===== src/tcs_pkg.sv =====
`default_nettype none
// ----------------------------------------------------------------------------
// Tick CPU scheduler package
// Shared types, state codes and constants for the tick-driven scheduler.
// ----------------------------------------------------------------------------
package tcs_pkg;

  localparam int SLOTS      = 8;
  localparam int MAX_BURSTS = 8;
  localparam int TICK_CAP   = 1000000;
  localparam int SW         = $clog2(SLOTS);
  localparam int BW         = $clog2(MAX_BURSTS);

  localparam logic [2:0] ST_NEW   = 3'd0;
  localparam logic [2:0] ST_READY = 3'd1;
  localparam logic [2:0] ST_RUN   = 3'd2;
  localparam logic [2:0] ST_BLOCK = 3'd3;
  localparam logic [2:0] ST_DONE  = 3'd4;

  localparam logic [1:0] OP_LOAD = 2'd0;
  localparam logic [1:0] OP_TICK = 2'd1;
  localparam logic [1:0] OP_STAT = 2'd2;

  localparam logic [1:0] ALG_FCFS = 2'd0;
  localparam logic [1:0] ALG_SJF  = 2'd1;
  localparam logic [1:0] ALG_PRIO = 2'd2;
  localparam logic [1:0] ALG_RR   = 2'd3;

  localparam logic [1:0] REG_ALG   = 2'd0;
  localparam logic [1:0] REG_PREEM = 2'd1;
  localparam logic [1:0] REG_QUANT = 2'd2;
  localparam logic [1:0] REG_LIMIT = 2'd3;

  typedef enum logic [3:0] {
    S_IDLE,
    S_ADMIT,
    S_SELECT,
    S_SWITCH,
    S_COUNT,
    S_FINISH,
    S_UNBLOCK,
    S_REPORT
  } ctl_state_t;

  typedef struct packed {
    logic       load;
    logic       stat;
    logic       stopped;
    logic       scan_clear;
    logic       admit;
    logic       select;
    logic       switch_run;
    logic       count;
    logic       finish;
    logic       unblock;
    logic       report;
    logic [SW-1:0] idx;
  } ctl_cmd_t;

  typedef struct packed {
    logic stop;
  } ctl_status_t;

endpackage
`default_nettype wire


===== src/tick_cpu_scheduler.sv =====
`default_nettype none
// ----------------------------------------------------------------------------
// Tick CPU scheduler
// Tick-driven FCFS, SJF, priority and round robin process scheduler.
// ----------------------------------------------------------------------------
// An item is accepted on a clock edge with start high and busy low.
// A load item writes one slot's record and burst entry and gives no
// result. A stat item, or a tick after the run has stopped, gives its
// result on done in the cycle after acceptance and keeps busy low.
// A running tick item walks the eight slots four times (admission,
// selection, time counting, unblocking) plus two single steps and a
// report step. Busy stays high throughout, and done rises at the same
// edge at which busy falls.
// Each result stands for one cycle with done high; the receiver cannot
// stall. Configuration writes (cfg_write, cfg_index, cfg_data) take effect at
// the edge. The user must make them only while the block is idle; the block
// does not check this. Synchronous reset clears all process state, counters
// and the tick, and sets first-run and completion times to minus one.
// ----------------------------------------------------------------------------
module tick_cpu_scheduler import tcs_pkg::*; (
  input  wire logic        clk,
  input  wire logic        rst,
  input  wire logic        start,
  output logic             busy,
  output logic             done,
  input  wire logic        cfg_write,
  input  wire logic [1:0]  cfg_index,
  input  wire logic [19:0] cfg_data,
  input  wire logic [1:0]  operation,
  input  wire logic [2:0]  slot,
  input  wire logic [2:0]  burst_number,
  input  wire logic [15:0] process_id,
  input  wire logic [19:0] arrival_time,
  input  wire logic [7:0]  priority_level,
  input  wire logic [15:0] burst_duration,
  input  wire logic        burst_is_io,
  input  wire logic [3:0]  burst_total,
  output logic [19:0]      tick_base,
  output logic [15:0]      active_pid,
  output logic             cpu_idle,
  output logic             preempted,
  output logic             all_finished,
  output logic             limit_reached,
  output logic [19:0]      run_ticks,
  output logic [19:0]      wait_ticks,
  output logic [19:0]      io_ticks,
  output logic signed [20:0] completion_time,
  output logic signed [20:0] first_run_time,
  output logic [2:0]       slot_status
);

  ctl_cmd_t    cmd;
  ctl_status_t status;

  tcs_controller u_ctl (
    .clk, .rst, .start, .operation, .slot, .burst_number,
    .status, .cmd, .busy
  );

  tcs_datapath u_dp (
    .clk, .rst, .cmd, .status, .cfg_write, .cfg_index, .cfg_data,
    .in_slot(slot), .in_burst_number(burst_number), .in_process_id(process_id),
    .in_arrival_time(arrival_time), .in_priority_level(priority_level),
    .in_burst_duration(burst_duration), .in_burst_is_io(burst_is_io),
    .in_burst_total(burst_total), .done, .tick_base, .active_pid, .cpu_idle,
    .preempted, .all_finished, .limit_reached, .run_ticks, .wait_ticks,
    .io_ticks, .completion_time, .first_run_time, .slot_status
  );

endmodule
`default_nettype wire


===== src/tcs_datapath.sv =====
`default_nettype none
// ----------------------------------------------------------------------------
// Tick CPU scheduler datapath
// Per-slot state, burst memory, selection scan and result registers.
// ----------------------------------------------------------------------------
module tcs_datapath import tcs_pkg::*; (
  input  wire logic        clk,
  input  wire logic        rst,
  input  wire ctl_cmd_t    cmd,
  output ctl_status_t      status,
  input  wire logic        cfg_write,
  input  wire logic [1:0]  cfg_index,
  input  wire logic [19:0] cfg_data,
  input  wire logic [2:0]  in_slot,
  input  wire logic [2:0]  in_burst_number,
  input  wire logic [15:0] in_process_id,
  input  wire logic [19:0] in_arrival_time,
  input  wire logic [7:0]  in_priority_level,
  input  wire logic [15:0] in_burst_duration,
  input  wire logic        in_burst_is_io,
  input  wire logic [3:0]  in_burst_total,
  output logic             done,
  output logic [19:0]      tick_base,
  output logic [15:0]      active_pid,
  output logic             cpu_idle,
  output logic             preempted,
  output logic             all_finished,
  output logic             limit_reached,
  output logic [19:0]      run_ticks,
  output logic [19:0]      wait_ticks,
  output logic [19:0]      io_ticks,
  output logic signed [20:0] completion_time,
  output logic signed [20:0] first_run_time,
  output logic [2:0]       slot_status
);

  logic [1:0]  algorithm;
  logic        preemptive;
  logic [15:0] quantum;
  logic [19:0] time_limit;

  logic [2:0]  pstate   [SLOTS];
  logic        loaded   [SLOTS];
  logic [15:0] pid      [SLOTS];
  logic [19:0] arrival  [SLOTS];
  logic [7:0]  prio     [SLOTS];
  logic [3:0]  total    [SLOTS];
  logic [16:0] bursts   [SLOTS*MAX_BURSTS];
  logic [3:0]  bpos     [SLOTS];
  logic [16:0] remain   [SLOTS];
  logic [16:0] slice    [SLOTS];
  logic [23:0] qorder   [SLOTS];
  logic [19:0] c_run    [SLOTS];
  logic [19:0] c_rdy    [SLOTS];
  logic [19:0] c_blk    [SLOTS];
  logic signed [20:0] frun  [SLOTS];
  logic signed [20:0] compl [SLOTS];
  logic [19:0] tick;
  logic [23:0] order;
  logic        runner_ok;
  logic [SW-1:0] runner;
  logic        chosen_ok;
  logic [SW-1:0] chosen;
  logic        preempt_flag;
  logic        alive_any;
  logic [19:0] lim;
  logic [SW-1:0] nb_slot;
  logic [3:0]  nb_pos;
  logic [SW-1:0] rd_slot;
  logic        rd_first;
  logic [3:0]  rd_pos;
  logic [SW+BW-1:0] rd_addr;
  logic [16:0] burst_q;
  logic        c_better;

  always_comb begin
    alive_any = 1'b0;
    for (int s = 0; s < SLOTS; s++) begin
      if (loaded[s] && pstate[s] != ST_DONE) alive_any = 1'b1;
    end
    if (time_limit == '0 || time_limit > 20'(TICK_CAP)) lim = 20'(TICK_CAP);
    else lim = time_limit;
    status.stop = !alive_any || tick >= lim;
    nb_slot = cmd.finish ? chosen : cmd.idx;
    nb_pos  = bpos[nb_slot] + 4'd1;
  end

  // The burst entry used in a cycle is fetched in the cycle before it.
  always_comb begin
    rd_slot = cmd.idx + SW'(1);
    if (cmd.scan_clear || cmd.finish) rd_slot = '0;
    else if (cmd.count) rd_slot = chosen;
    rd_first = cmd.scan_clear || cmd.admit;
    rd_pos = bpos[rd_slot] + 4'd1;
    rd_addr = {rd_slot, rd_first ? BW'(0) : rd_pos[BW-1:0]};
  end

  function automatic logic better_f(input logic [SW-1:0] a, input logic [SW-1:0] b);
    logic ra, rb;
    logic [16:0] ka, kb;
    ra = pstate[a] == ST_RUN;
    rb = pstate[b] == ST_RUN;
    ka = (algorithm == ALG_SJF) ? remain[a] : {9'd0, prio[a]};
    kb = (algorithm == ALG_SJF) ? remain[b] : {9'd0, prio[b]};
    if (algorithm == ALG_FCFS || algorithm == ALG_RR) begin
      if (ra != rb) return ra;
      if (qorder[a] != qorder[b]) return qorder[a] < qorder[b];
    end else begin
      if (!preemptive && ra != rb) return ra;
      if (ka != kb) return ka < kb;
      if (ra != rb) return ra;
    end
    return pid[a] < pid[b];
  endfunction

  assign c_better = better_f(cmd.idx, chosen);

  always_ff @(posedge clk) begin
    if (cmd.load) begin
      bursts[{in_slot[SW-1:0], in_burst_number[BW-1:0]}] <= {in_burst_is_io, in_burst_duration};
    end
    burst_q <= bursts[rd_addr];
  end

  always_ff @(posedge clk) begin
    if (cmd.load) begin
      pid[in_slot]     <= in_process_id;
      arrival[in_slot] <= in_arrival_time;
      prio[in_slot]    <= in_priority_level;
      if (in_burst_total == 4'd0) total[in_slot] <= 4'd1;
      else if (in_burst_total > 4'(MAX_BURSTS)) total[in_slot] <= 4'(MAX_BURSTS);
      else total[in_slot] <= in_burst_total;
    end
  end

  always_ff @(posedge clk) begin
    if (rst) begin
      algorithm <= ALG_FCFS; preemptive <= 1'b0; quantum <= 16'd4; time_limit <= '0;
      tick <= '0; order <= '0; runner_ok <= 1'b0; runner <= '0;
      chosen_ok <= 1'b0; chosen <= '0; preempt_flag <= 1'b0; done <= 1'b0;
      for (int s = 0; s < SLOTS; s++) begin
        pstate[s] <= ST_NEW; loaded[s] <= 1'b0; bpos[s] <= '0; remain[s] <= '0;
        slice[s] <= '0; qorder[s] <= '0; c_run[s] <= '0; c_rdy[s] <= '0; c_blk[s] <= '0;
        frun[s] <= -21'sd1; compl[s] <= -21'sd1;
      end
    end else begin
      done <= cmd.stat || cmd.stopped || cmd.report;
      if (cfg_write) begin
        case (cfg_index)
          REG_ALG:   algorithm  <= cfg_data[1:0];
          REG_PREEM: preemptive <= cfg_data[0];
          REG_QUANT: quantum    <= cfg_data[15:0];
          REG_LIMIT: time_limit <= cfg_data;
          default:   ;
        endcase
      end
      if (cmd.load) begin
        loaded[in_slot] <= 1'b1;
      end
      if (cmd.stat || cmd.stopped) begin
        tick_base <= tick; active_pid <= '0; cpu_idle <= cmd.stopped; preempted <= 1'b0;
        all_finished <= !alive_any;
        limit_reached <= time_limit != '0 && tick >= lim && alive_any;
        run_ticks  <= cmd.stat ? c_run[in_slot] : '0;
        wait_ticks <= cmd.stat ? c_rdy[in_slot] : '0;
        io_ticks   <= cmd.stat ? c_blk[in_slot] : '0;
        completion_time <= !cmd.stat ? '0
                           : (pstate[in_slot] == ST_DONE) ? compl[in_slot] : -21'sd1;
        first_run_time <= cmd.stat ? frun[in_slot] : '0;
        slot_status <= cmd.stat ? pstate[in_slot] : ST_NEW;
      end
      if (cmd.scan_clear) begin
        chosen_ok <= 1'b0; preempt_flag <= 1'b0;
      end
      if (cmd.admit) begin
        if (loaded[cmd.idx] && pstate[cmd.idx] == ST_NEW && arrival[cmd.idx] <= tick) begin
          pstate[cmd.idx] <= ST_READY; qorder[cmd.idx] <= order; order <= order + 24'd1;
          remain[cmd.idx] <= (burst_q[15:0] == '0) ? 17'd1 : {1'b0, burst_q[15:0]};
        end
      end
      if (cmd.select) begin
        if (loaded[cmd.idx] && (pstate[cmd.idx] == ST_READY || pstate[cmd.idx] == ST_RUN)
            && (!chosen_ok || c_better)) begin
          chosen_ok <= 1'b1; chosen <= cmd.idx;
        end
      end
      if (cmd.switch_run) begin
        if (chosen_ok != runner_ok || (chosen_ok && chosen != runner)) begin
          if (runner_ok && pstate[runner] == ST_RUN) begin
            pstate[runner] <= ST_READY; qorder[runner] <= order; order <= order + 24'd1;
            slice[runner] <= '0; preempt_flag <= 1'b1;
          end
          if (chosen_ok) begin
            pstate[chosen] <= ST_RUN;
            if (frun[chosen] < 0) frun[chosen] <= signed'({1'b0, tick});
            if (algorithm == ALG_RR) slice[chosen] <= {1'b0, quantum};
          end
          runner_ok <= chosen_ok; runner <= chosen;
        end
      end
      if (cmd.count) begin
        if (loaded[cmd.idx]) begin
          case (pstate[cmd.idx])
            ST_RUN: begin
              c_run[cmd.idx] <= c_run[cmd.idx] + 20'd1;
              if (remain[cmd.idx] != '0) remain[cmd.idx] <= remain[cmd.idx] - 17'd1;
              if (algorithm == ALG_RR && slice[cmd.idx] != '0)
                slice[cmd.idx] <= slice[cmd.idx] - 17'd1;
            end
            ST_READY: c_rdy[cmd.idx] <= c_rdy[cmd.idx] + 20'd1;
            ST_BLOCK: begin
              c_blk[cmd.idx] <= c_blk[cmd.idx] + 20'd1;
              if (remain[cmd.idx] != '0) remain[cmd.idx] <= remain[cmd.idx] - 17'd1;
            end
            default: ;
          endcase
        end
        if (cmd.idx == SW'(SLOTS-1)) tick <= tick + 20'd1;
      end
      if (cmd.finish && chosen_ok) begin
        if (remain[chosen] == '0) begin
          bpos[chosen] <= nb_pos;
          if (nb_pos >= total[chosen]) begin
            pstate[chosen] <= ST_DONE; compl[chosen] <= signed'({1'b0, tick});
            runner_ok <= 1'b0;
          end else begin
            remain[chosen] <= (burst_q[15:0] == '0) ? 17'd1 : {1'b0, burst_q[15:0]};
            if (burst_q[16]) begin
              pstate[chosen] <= ST_BLOCK; runner_ok <= 1'b0;
            end
          end
        end else if (algorithm == ALG_RR && slice[chosen] == '0 && pstate[chosen] == ST_RUN) begin
          pstate[chosen] <= ST_READY; qorder[chosen] <= order; order <= order + 24'd1;
          runner_ok <= 1'b0;
        end
      end
      if (cmd.unblock) begin
        if (loaded[cmd.idx] && pstate[cmd.idx] == ST_BLOCK && remain[cmd.idx] == '0) begin
          bpos[cmd.idx] <= nb_pos;
          if (nb_pos >= total[cmd.idx]) begin
            pstate[cmd.idx] <= ST_DONE; compl[cmd.idx] <= signed'({1'b0, tick});
          end else begin
            remain[cmd.idx] <= (burst_q[15:0] == '0) ? 17'd1 : {1'b0, burst_q[15:0]};
            if (!burst_q[16]) begin
              pstate[cmd.idx] <= ST_READY; qorder[cmd.idx] <= order; order <= order + 24'd1;
            end
          end
        end
      end
      if (cmd.report) begin
        tick_base <= tick - 20'd1;
        active_pid <= chosen_ok ? pid[chosen] : '0;
        cpu_idle <= !chosen_ok; preempted <= preempt_flag;
        all_finished <= !alive_any;
        limit_reached <= time_limit != '0 && tick >= lim && alive_any;
        run_ticks <= '0; wait_ticks <= '0; io_ticks <= '0;
        completion_time <= '0; first_run_time <= '0; slot_status <= ST_NEW;
      end
    end
  end

endmodule
`default_nettype wire


===== src/tcs_controller.sv =====
`default_nettype none
// ----------------------------------------------------------------------------
// Tick CPU scheduler controller
// Sequences the per-slot passes of one tick and drives the datapath.
// ----------------------------------------------------------------------------
module tcs_controller import tcs_pkg::*; (
  input  wire logic        clk,
  input  wire logic        rst,
  input  wire logic        start,
  input  wire logic [1:0]  operation,
  input  wire logic [2:0]  slot,
  input  wire logic [2:0]  burst_number,
  input  wire ctl_status_t status,
  output ctl_cmd_t         cmd,
  output logic             busy
);

  ctl_state_t state, state_next;
  logic [SW-1:0] idx, idx_next;
  logic last;

  assign last = idx == SW'(SLOTS-1);

  always_ff @(posedge clk) begin
    if (rst) begin
      state <= S_IDLE; idx <= '0;
    end else begin
      state <= state_next; idx <= idx_next;
    end
  end

  always_comb begin
    state_next = state;
    idx_next = idx;
    cmd = '0;
    cmd.idx = idx;
    busy = state != S_IDLE;
    case (state)
      S_IDLE: begin
        if (start) begin
          case (operation)
            OP_LOAD: cmd.load = 32'(slot) < SLOTS && 32'(burst_number) < MAX_BURSTS;
            OP_STAT: cmd.stat = 1'b1;
            OP_TICK: begin
              if (status.stop) cmd.stopped = 1'b1;
              else begin
                cmd.scan_clear = 1'b1; state_next = S_ADMIT; idx_next = '0;
              end
            end
            default: ;
          endcase
        end
      end
      S_ADMIT: begin
        cmd.admit = 1'b1; idx_next = idx + 1'b1;
        if (last) begin state_next = S_SELECT; idx_next = '0; end
      end
      S_SELECT: begin
        cmd.select = 1'b1; idx_next = idx + 1'b1;
        if (last) begin state_next = S_SWITCH; idx_next = '0; end
      end
      S_SWITCH: begin
        cmd.switch_run = 1'b1; state_next = S_COUNT;
      end
      S_COUNT: begin
        cmd.count = 1'b1; idx_next = idx + 1'b1;
        if (last) begin state_next = S_FINISH; idx_next = '0; end
      end
      S_FINISH: begin
        cmd.finish = 1'b1; state_next = S_UNBLOCK;
      end
      S_UNBLOCK: begin
        cmd.unblock = 1'b1; idx_next = idx + 1'b1;
        if (last) begin state_next = S_REPORT; idx_next = '0; end
      end
      S_REPORT: begin
        cmd.report = 1'b1; state_next = S_IDLE;
      end
      default: state_next = S_IDLE;
    endcase
  end

endmodule
`default_nettype wire

===== config.mk =====
export PLATFORM = sky130hd
export DESIGN_NAME = tick_cpu_scheduler
export DESIGN_NICKNAME = d
export VERILOG_FILES = /design/src/tcs_pkg.sv /design/src/tick_cpu_scheduler.sv /design/src/tcs_datapath.sv /design/src/tcs_controller.sv
export SDC_FILE = /design/constraint.sdc
export NUM_CORES = 2
export LEC_CHECK = 0
export BUFFER_PORTS_ARGS = -buffer_cell sky130_fd_sc_hd__buf_2
export CAP_MARGIN = 20
export CORE_ASPECT_RATIO = 0.9
export CORE_MARGIN = 2
export CORE_UTILIZATION = 45
export CTS_CLUSTER_DIAMETER = 40
export DETAILED_ROUTE_END_ITERATION = 6
export PLACE_DENSITY = 0.63
export SLEW_MARGIN = 25
export SYNTH_ARGS = -nofsm -noshare
export SYNTH_HDL_FRONTEND = slang
export SYNTH_SLANG_ARGS = --single-unit

===== constraint.sdc =====
create_clock -name clk -period 14.3 [get_ports clk]
set_input_delay 2.86 -clock clk [delete_from_list [all_inputs] [get_ports clk]]
set_output_delay 2.86 -clock clk [all_outputs]
set_load 0.005 [all_outputs]

Word level (Yosys, flattened, before mapping)

Memories as Yosys holds them, arrays and structs flattened. A register that Yosys moved wholly into a read port is not among the register bits.
Cells that the tools add are included.

Add/subtract/negate cells: 11
Multiply operators: 0
Divide/modulo/power cells: 0
Order comparisons: 10
Equal/unequal tests: 41
Shift operators: 0
Multiplexer cells: 350
Bitwise operators: 12
Reductions and logical operators: 84

Operator list:

| operator                                                                      | count |
|---|---|
| 24-bit two-way mux                                                            | 16 |
| 20-bit two-way mux                                                            | 12 |
| 3-bit two-way mux                                                             | 80 |
| 1-bit two-way mux                                                             | 204 |
| 17-bit two-way mux                                                            | 10 |
| 21-bit two-way mux                                                            | 8 |
| 17-bit OR reduction                                                           | 5 |
| 20-bit by 1-bit adder with 20-bit output, second input constant               | 4 |
| 24-bit OR reduction                                                           | 3 |
| 16-bit two-way mux                                                            | 4 |
| 21-bit OR reduction                                                           | 3 |
| 20-bit OR reduction                                                           | 3 |
| 4-bit two-way mux                                                             | 13 |
| 17-bit zero test                                                              | 3 |
| 17-bit nonzero test                                                           | 2 |
| 17-bit by 1-bit subtractor with 17-bit output, second input constant          | 2 |
| 4-bit one-hot mux with 7 select lines                                         | 1 |
| 24-bit by 1-bit adder with 24-bit output, second input constant               | 1 |
| 24-bit less-than comparator                                                   | 1 |
| 24-bit inequality test                                                        | 1 |
| 3-bit inequality test, second input constant                                  | 8 |
| 1-bit logical AND                                                             | 23 |
| 21-bit by 1-bit less-than comparator with 1-bit output, second input constant | 1 |
| 20-bit greater-or-equal comparator                                            | 1 |
| other kinds (42)                                                              | 99 |

Register bits: 245
Latch bits: 0
Bits in writable memories: 2816
ROM bits: 0
Input bits: 99
Output and inout port bits: 147
Memories kept: 16

Memory list:

| name         | depth | bits a word | read ports | clocked after memory_dff | wr ports | line               | RTL |
|---|---|---|---|---|---|---|---|
| u_dp.bursts  | 64    | 17          | 1          | 1                        | 1        | tcs_datapath.sv:48 | `logic [16:0] bursts [SLOTS*MAX_BURSTS];` |
| u_dp.qorder  | 8     | 24          | 2          | 2                        | 8        | tcs_datapath.sv:52 | `logic [23:0] qorder [SLOTS];` |
| u_dp.compl   | 8     | 21          | 1          | 0                        | 8        | tcs_datapath.sv:57 | `logic signed [20:0] compl [SLOTS];` |
| u_dp.frun    | 8     | 21          | 2          | 1                        | 8        | tcs_datapath.sv:56 | `logic signed [20:0] frun [SLOTS];` |
| u_dp.arrival | 8     | 20          | 1          | 1                        | 1        | tcs_datapath.sv:45 | `logic [19:0] arrival [SLOTS];` |
| u_dp.c_blk   | 8     | 20          | 2          | 1                        | 8        | tcs_datapath.sv:55 | `logic [19:0] c_blk [SLOTS];` |
| +10 memories | --    | --          | --         | --                       | --       | --                 |  |

Longest topological paths before layout

An unclocked memory read counts as a cell.

Word-level depth: 22
Depth in mapped cells: 37
Gate-level depth less buffers: 30

Cells and area by module

A second synthesis with hierarchy kept.

Cell total of the unflattened synthesis: 10348
Area total of the unflattened synthesis: 142457.9 µm²

By module, submodules not included:

| module         | instances | cells each | area an instance (µm²) |
|---|---|---|---|
| tcs_datapath   | 1         | 10299      | 142028.7 |
| tcs_controller | 1         | 49         | 429.2 |

Worst setup path before layout

Ideal clock, no wire load.

Path kind: register -> register
Start: register u_dp.time_limit[10]
End: register u_dp.active_pid[0] (enable)
Arrival: 10.519 ns
Required time: 13.603 ns
Slack: 3.084 ns
Stages on the path, launching flop included: 16
Path buffers: 1
Period minus slack after synthesis: 11.216 ns
Path through: dfxtp_1 > or4_1 > or4_1 > nor3_1 > nor2_1 > clkbuf_1 > nand2_1 > ha_1 > nand2_1 > or3_1 > o22ai_1 > or3_1 > nor2_1 > o21ai_0 > inv_1 > a21oi_1

Word-level cells in the longest chain between the ends: 12

RTL lines:

| what                                                    | line                 | RTL |
|---|---|---|
| from (decl)                                             | tcs_datapath.sv:40   | `logic [19:0] time_limit;` |
| from (signal assigned)                                  | tcs_datapath.sv:153  | `REG_LIMIT: time_limit <= cfg_data;` |
| 20-bit > comparator or 20-bit zero test (tied branches) | tcs_datapath.sv:81   | `if (time_limit == '0 \|\| time_limit > 20'(TICK_CAP)) lim = 20'(TICK_CAP);` |
| 1-bit logical OR                                        | tcs_datapath.sv:81   |  |
| 20-bit two-way mux *                                    | tcs_datapath.sv:81   |  |
| 20-bit greater-or-equal comparator *                    | tcs_datapath.sv:83   | `status.stop = !alive_any \|\| tick >= lim;` |
| 1-bit logical OR *                                      | tcs_datapath.sv:83   |  |
| 1-bit two-way mux *                                     | tcs_controller.sv:45 | `if (status.stop) cmd.stopped = 1'b1;` |
| 2-bit two-way mux *                                     | tcs_controller.sv:41 | `case (operation)` |
| 4-bit two-way mux *                                     | tcs_controller.sv:40 | `if (start) begin` |
| 4-bit two-way mux *                                     | tcs_controller.sv:38 | `case (state)` |
| 1-bit logical OR *                                      | tcs_datapath.sv:160  | `if (cmd.stat \|\| cmd.stopped) begin` |
| 2-bit nonzero test (no source line) *                   | --                   |  |
| 2-bit AND reduction (no source line) *                  | --                   |  |
| to (signal assigned)                                    | tcs_datapath.sv:252  | `active_pid <= chosen_ok ? pid[chosen] : '0;` |
| to (decl)                                               | tcs_datapath.sv:24   | `output logic [15:0] active_pid,` |

Every way passes the cells marked *; elsewhere a longest branch is shown, timed or not.
A chain may end at the register's enable or synchronous reset.

Worst setup path after layout

Start: register u_dp.time_limit[11]
End: register u_dp.burst_q[5], read port of u_dp.bursts

Word-level cells in the longest chain between the ends: 14

RTL lines:

| what                                                    | line                 | RTL |
|---|---|---|
| 20-bit > comparator or 20-bit zero test (tied branches) | tcs_datapath.sv:81   |  |
| 1-bit logical OR                                        | tcs_datapath.sv:81   |  |
| 20-bit two-way mux *                                    | tcs_datapath.sv:81   |  |
| 20-bit greater-or-equal comparator *                    | tcs_datapath.sv:83   |  |
| 1-bit logical OR *                                      | tcs_datapath.sv:83   |  |
| 1-bit two-way mux *                                     | tcs_controller.sv:45 |  |
| 2-bit two-way mux *                                     | tcs_controller.sv:41 |  |
| 4-bit two-way mux *                                     | tcs_controller.sv:40 |  |
| 4-bit two-way mux *                                     | tcs_controller.sv:38 |  |
| 1-bit logical OR                                        | tcs_datapath.sv:91   | `if (cmd.scan_clear \|\| cmd.finish) rd_slot = '0;` |
| 3-bit two-way mux                                       | tcs_datapath.sv:91   |  |
| memory 8 x 4 bit                                        | --                   |  |
| 3-bit by 1-bit adder with 3-bit output                  | tcs_datapath.sv:94   | `rd_pos = bpos[rd_slot] + 4'd1;` |
| 3-bit two-way mux                                       | tcs_datapath.sv:95   | `rd_addr = {rd_slot, rd_first ? BW'(0) : rd_pos[BW-1:0]};` |
| to (decl)                                               | tcs_datapath.sv:73   | `logic [16:0] burst_q;` |

Marked as above.

==> reports/results.tsv <==
stage	metric	value	unit
yosys	synth.avg_cell_area	14.22	µm²
route	drt-total-wl	420100	µm
route	dr.pass1.iters	6	
route	drt-initial-drc-count	11470	
cts	cts_setup_buffers	0	
setup_path	end_kind	register	
floorplan	start_util	45.23	%
setup_path	required	15180	ps
finish	mostFrequentLayoutCells	edfxtp_1 (2929), nand2_1 (1335), nor2_1 (1249)	
floorplan	dieWidth	592.8	µm
cts	clockBufferDepth	4	
cts	cts_hold_buffers	0	
yosys	synth_ff_type	edfxtp_1	
yosys	synth_edf_count	2929	
yosys	yosys_warnings	0	
route	drc	0	
power	p_per_area	159.3	nW/µm²
cts	cts.htree.levels	5	
yosys	async_reset_ff_share	0	%
cts	clk_pin_slew	60	ps
sta	period_needed	10310	ps
route	wire_per_inst	28.62	µm
setup_path	critPathLaunchType	register	
floorplan	fp.dieH	533.9	µm
status	run_status	finished, final reports clean	
hold_path	hold_path_class	reg2reg	
power	ir_worst_vdd	0.1265	mV
hold_path	min_path_cells	2	
sta	slew_headroom	23.44	%
finish	area_growth	15.03	%
sta	skew	92.24	ps
global_route	grt_pass1_vias	89110	
global_route	antenna_found_initial	45	
cts	post_cts_resized	0	
yosys	yosysSeqAreaShare	64.88	%
cts	clock-root-buffer	clkbuf_16	
power	cellLeakagePower	54.69	nW
route	num_vias	90260	
sta	fmax	0.09699	GHz
sta	drv_slew	0	
cts	worstSkewPairLatency	980	ps
global_route	grt_max_degree	133	
run	maxCapViolations	0	
setup_path	worstSetupPathType	reg2reg	
setup_path	cp.arrival	11190	ps
yosys	syn-instance-count	9875	
yosys	ys_seq_elements	3086	
yosys	syn-cell-area	140400	µm²
global_route	grt_pass1_wl	611700	µm
route	via_per_inst	6.148	
floorplan	core_area	310500	µm²
global_route	grt_usage	26.13	%
finish	n_fill_cell	25290	
route	route.antenna.remaining_nets	0	
placed_design	dpl_cell_area	146400	µm²
placed_design	gp_congestion	0.9136	
floorplan	die-area	316500	µm²
sta	finalSetupViolCount	0	
sta	hold_viol_final	0	
sta	worst_slew_pin_slew	1147	ps
placed_design	numPortBuffers	245	
setup_path	crit_path_max_fanout	54	
sta	fin_setup_tns	0	ps
yosys	ys_types	108	
finish	fin_area	161500	µm²
finish	nets	10370	
floorplan	row_count	194	
global_route	grt_overflow	0	
setup_path	worst-r2r-cell-count	25	
sta	fin_crit_sh	72.10	%
floorplan	io_pins	246	
placed_design	dp_hpwl	254200	µm
sta	rsz0062_at_grt	no	
yosys	syn-num-nets	10090	
cts	cts_sinks	3086	
finish	drive_above_1_share	21.16	%
cts	cts_tree	done	
finish	mostFrequentLayoutCell	edfxtp_1	
cts	cts_made_buffers	426	
stage by stage:
step	std cells	hold WS [ps]	utilization, %	power [mW]	setup slack, ps
after CTS	14640	472.4	51.97	25.77	4062
final	14680	470.1	52.02	25.74	3990
after detailed placement	13840	459.5	47.16	14.83	3876
after global routing	14660	490.2	52.01	26.48	3370
after global placement	13840	441.7	47.14	14.76	3877
after floorplan	9875	429.4	-	13.21	3084
critical path, cell delays in order, from the launching register on:
cell and delay [ps]:
dfxtp_1 330, or4_1 520, or4_1 400, nor3_1 680, nor2_1 400, nand2_1 170
ha_1 250, a211oi_1 240, o21ai_0 130, a21oi_1 260, o31ai_2 200, o31ai_2 910
nor2_1 160, o21ai_1 540, nand2_4 560, inv_4 470, ha_4 420, inv_1 290
nor2_4 540, buf_4 760, nor2_1 340, buf_4 280, a221oi_1 290, a221oi_1 170
a211oi_1 640, a31o_1 170
cell families (layout without fill, tap and decap cells):
kind of cell    count (synthesis)  in the layout  synth area share [%]
compound gates                986            986                 4.472
xor+xnor                      133            133                0.8403
fa+ha+maj                     119            119                 1.060
buf+inv                       785           1435                 2.528
flops                        3086           3086                 64.88
mux                          1209           1209                 15.22
other cells                     0             39                     0
simple gates                 3557           3557                 10.99
synthesized netlist by cell type, types with 34 or more instances:
| library cell | count | area share, % |
|---|---|---|
| a211oi_1 | 44 | 0.24 |
| a21o_1 | 34 | 0.18 |
| a21oi_1 | 216 | 0.77 |
| a31oi_1 | 71 | 0.32 |
| and2_1 | 219 | 0.98 |
| and3_1 | 40 | 0.18 |
| buf_1 | 108 | 0.29 |
| buf_2 | 109 | 0.39 |
| clkbuf_1 | 404 | 1.1 |
| dfxtp_1 | 157 | 2.2 |
| edfxtp_1 | 2929 | 63 |
| ha_1 | 119 | 1.1 |
| inv_1 | 97 | 0.26 |
| mux2_2 | 122 | 0.98 |
| mux2i_1 | 362 | 2.6 |
| mux4_2 | 698 | 11 |
| nand2_1 | 1345 | 3.6 |
| nand2b_1 | 37 | 0.16 |
| nand3_1 | 307 | 1.1 |
| nand4_1 | 38 | 0.17 |
| nor2_1 | 1274 | 3.4 |
| nor2b_1 | 44 | 0.20 |
| nor3_1 | 74 | 0.26 |
| nor4_1 | 42 | 0.19 |
| o21ai_0 | 258 | 0.92 |
| o221ai_1 | 38 | 0.24 |
| o22ai_1 | 81 | 0.36 |
| or3_1 | 35 | 0.16 |
| xnor2_1 | 86 | 0.54 |
| xor2_1 | 45 | 0.28 |
area by class of cell:
type                    count  area [µm²]  area share (%)
diodes                     39       97.59         0.06043
clock buffers             480       11030           6.828
clock inverters           317        3925           2.430
inverters                 100       382.9          0.2371
multi-input cells        6004       46200           28.60
flip-flops and latches   3086       91120           56.42
well taps                4116        5150           3.189
repair buffers            538        3607           2.233
registers in the layout (all words and copies together), names as in the netlist, 160 cells and up, named ones only:
name / flops
u_dp.frun: 168
u_dp.arrival: 160
u_dp.qorder: 192
u_dp.compl: 168
u_dp.bursts: 1088
u_dp.c_rdy: 160
u_dp.c_run: 160
u_dp.c_blk: 160
layer usage:
metal / wire, µm / track usage [%] / up-vias
met4: 16680 / 10.49 / 24
met5: 379 / 0 / -
met1: 164200 / 36.15 / 46160
met3: 42030 / 4.581 / 871
li1: - / - / 38130
met2: 196800 / 41.14 / 5070
worst paths after layout:
| check | startpoint | slack, ps | end |
|---|---|---|---|
| max reg2reg | u_dp.time_limit[11] | 3990 | u_dp.burst_q[5] |
| max | u_dp.time_limit[11] | 3990 | u_dp.burst_q[5] |
| min reg2reg | u_dp.time_limit[2] | 470 | u_dp.time_limit[2] |
| min | u_dp.time_limit[2] | 470 | u_dp.time_limit[2] |
power breakdown:
part	leakage (nW)	internal [mW]	switching, mW
combinational	18.2	1.38	2.99
clock	7.18	6.76	4.24
sequential	29.3	10.2	0.203
(Power assumes the default switching activity.)
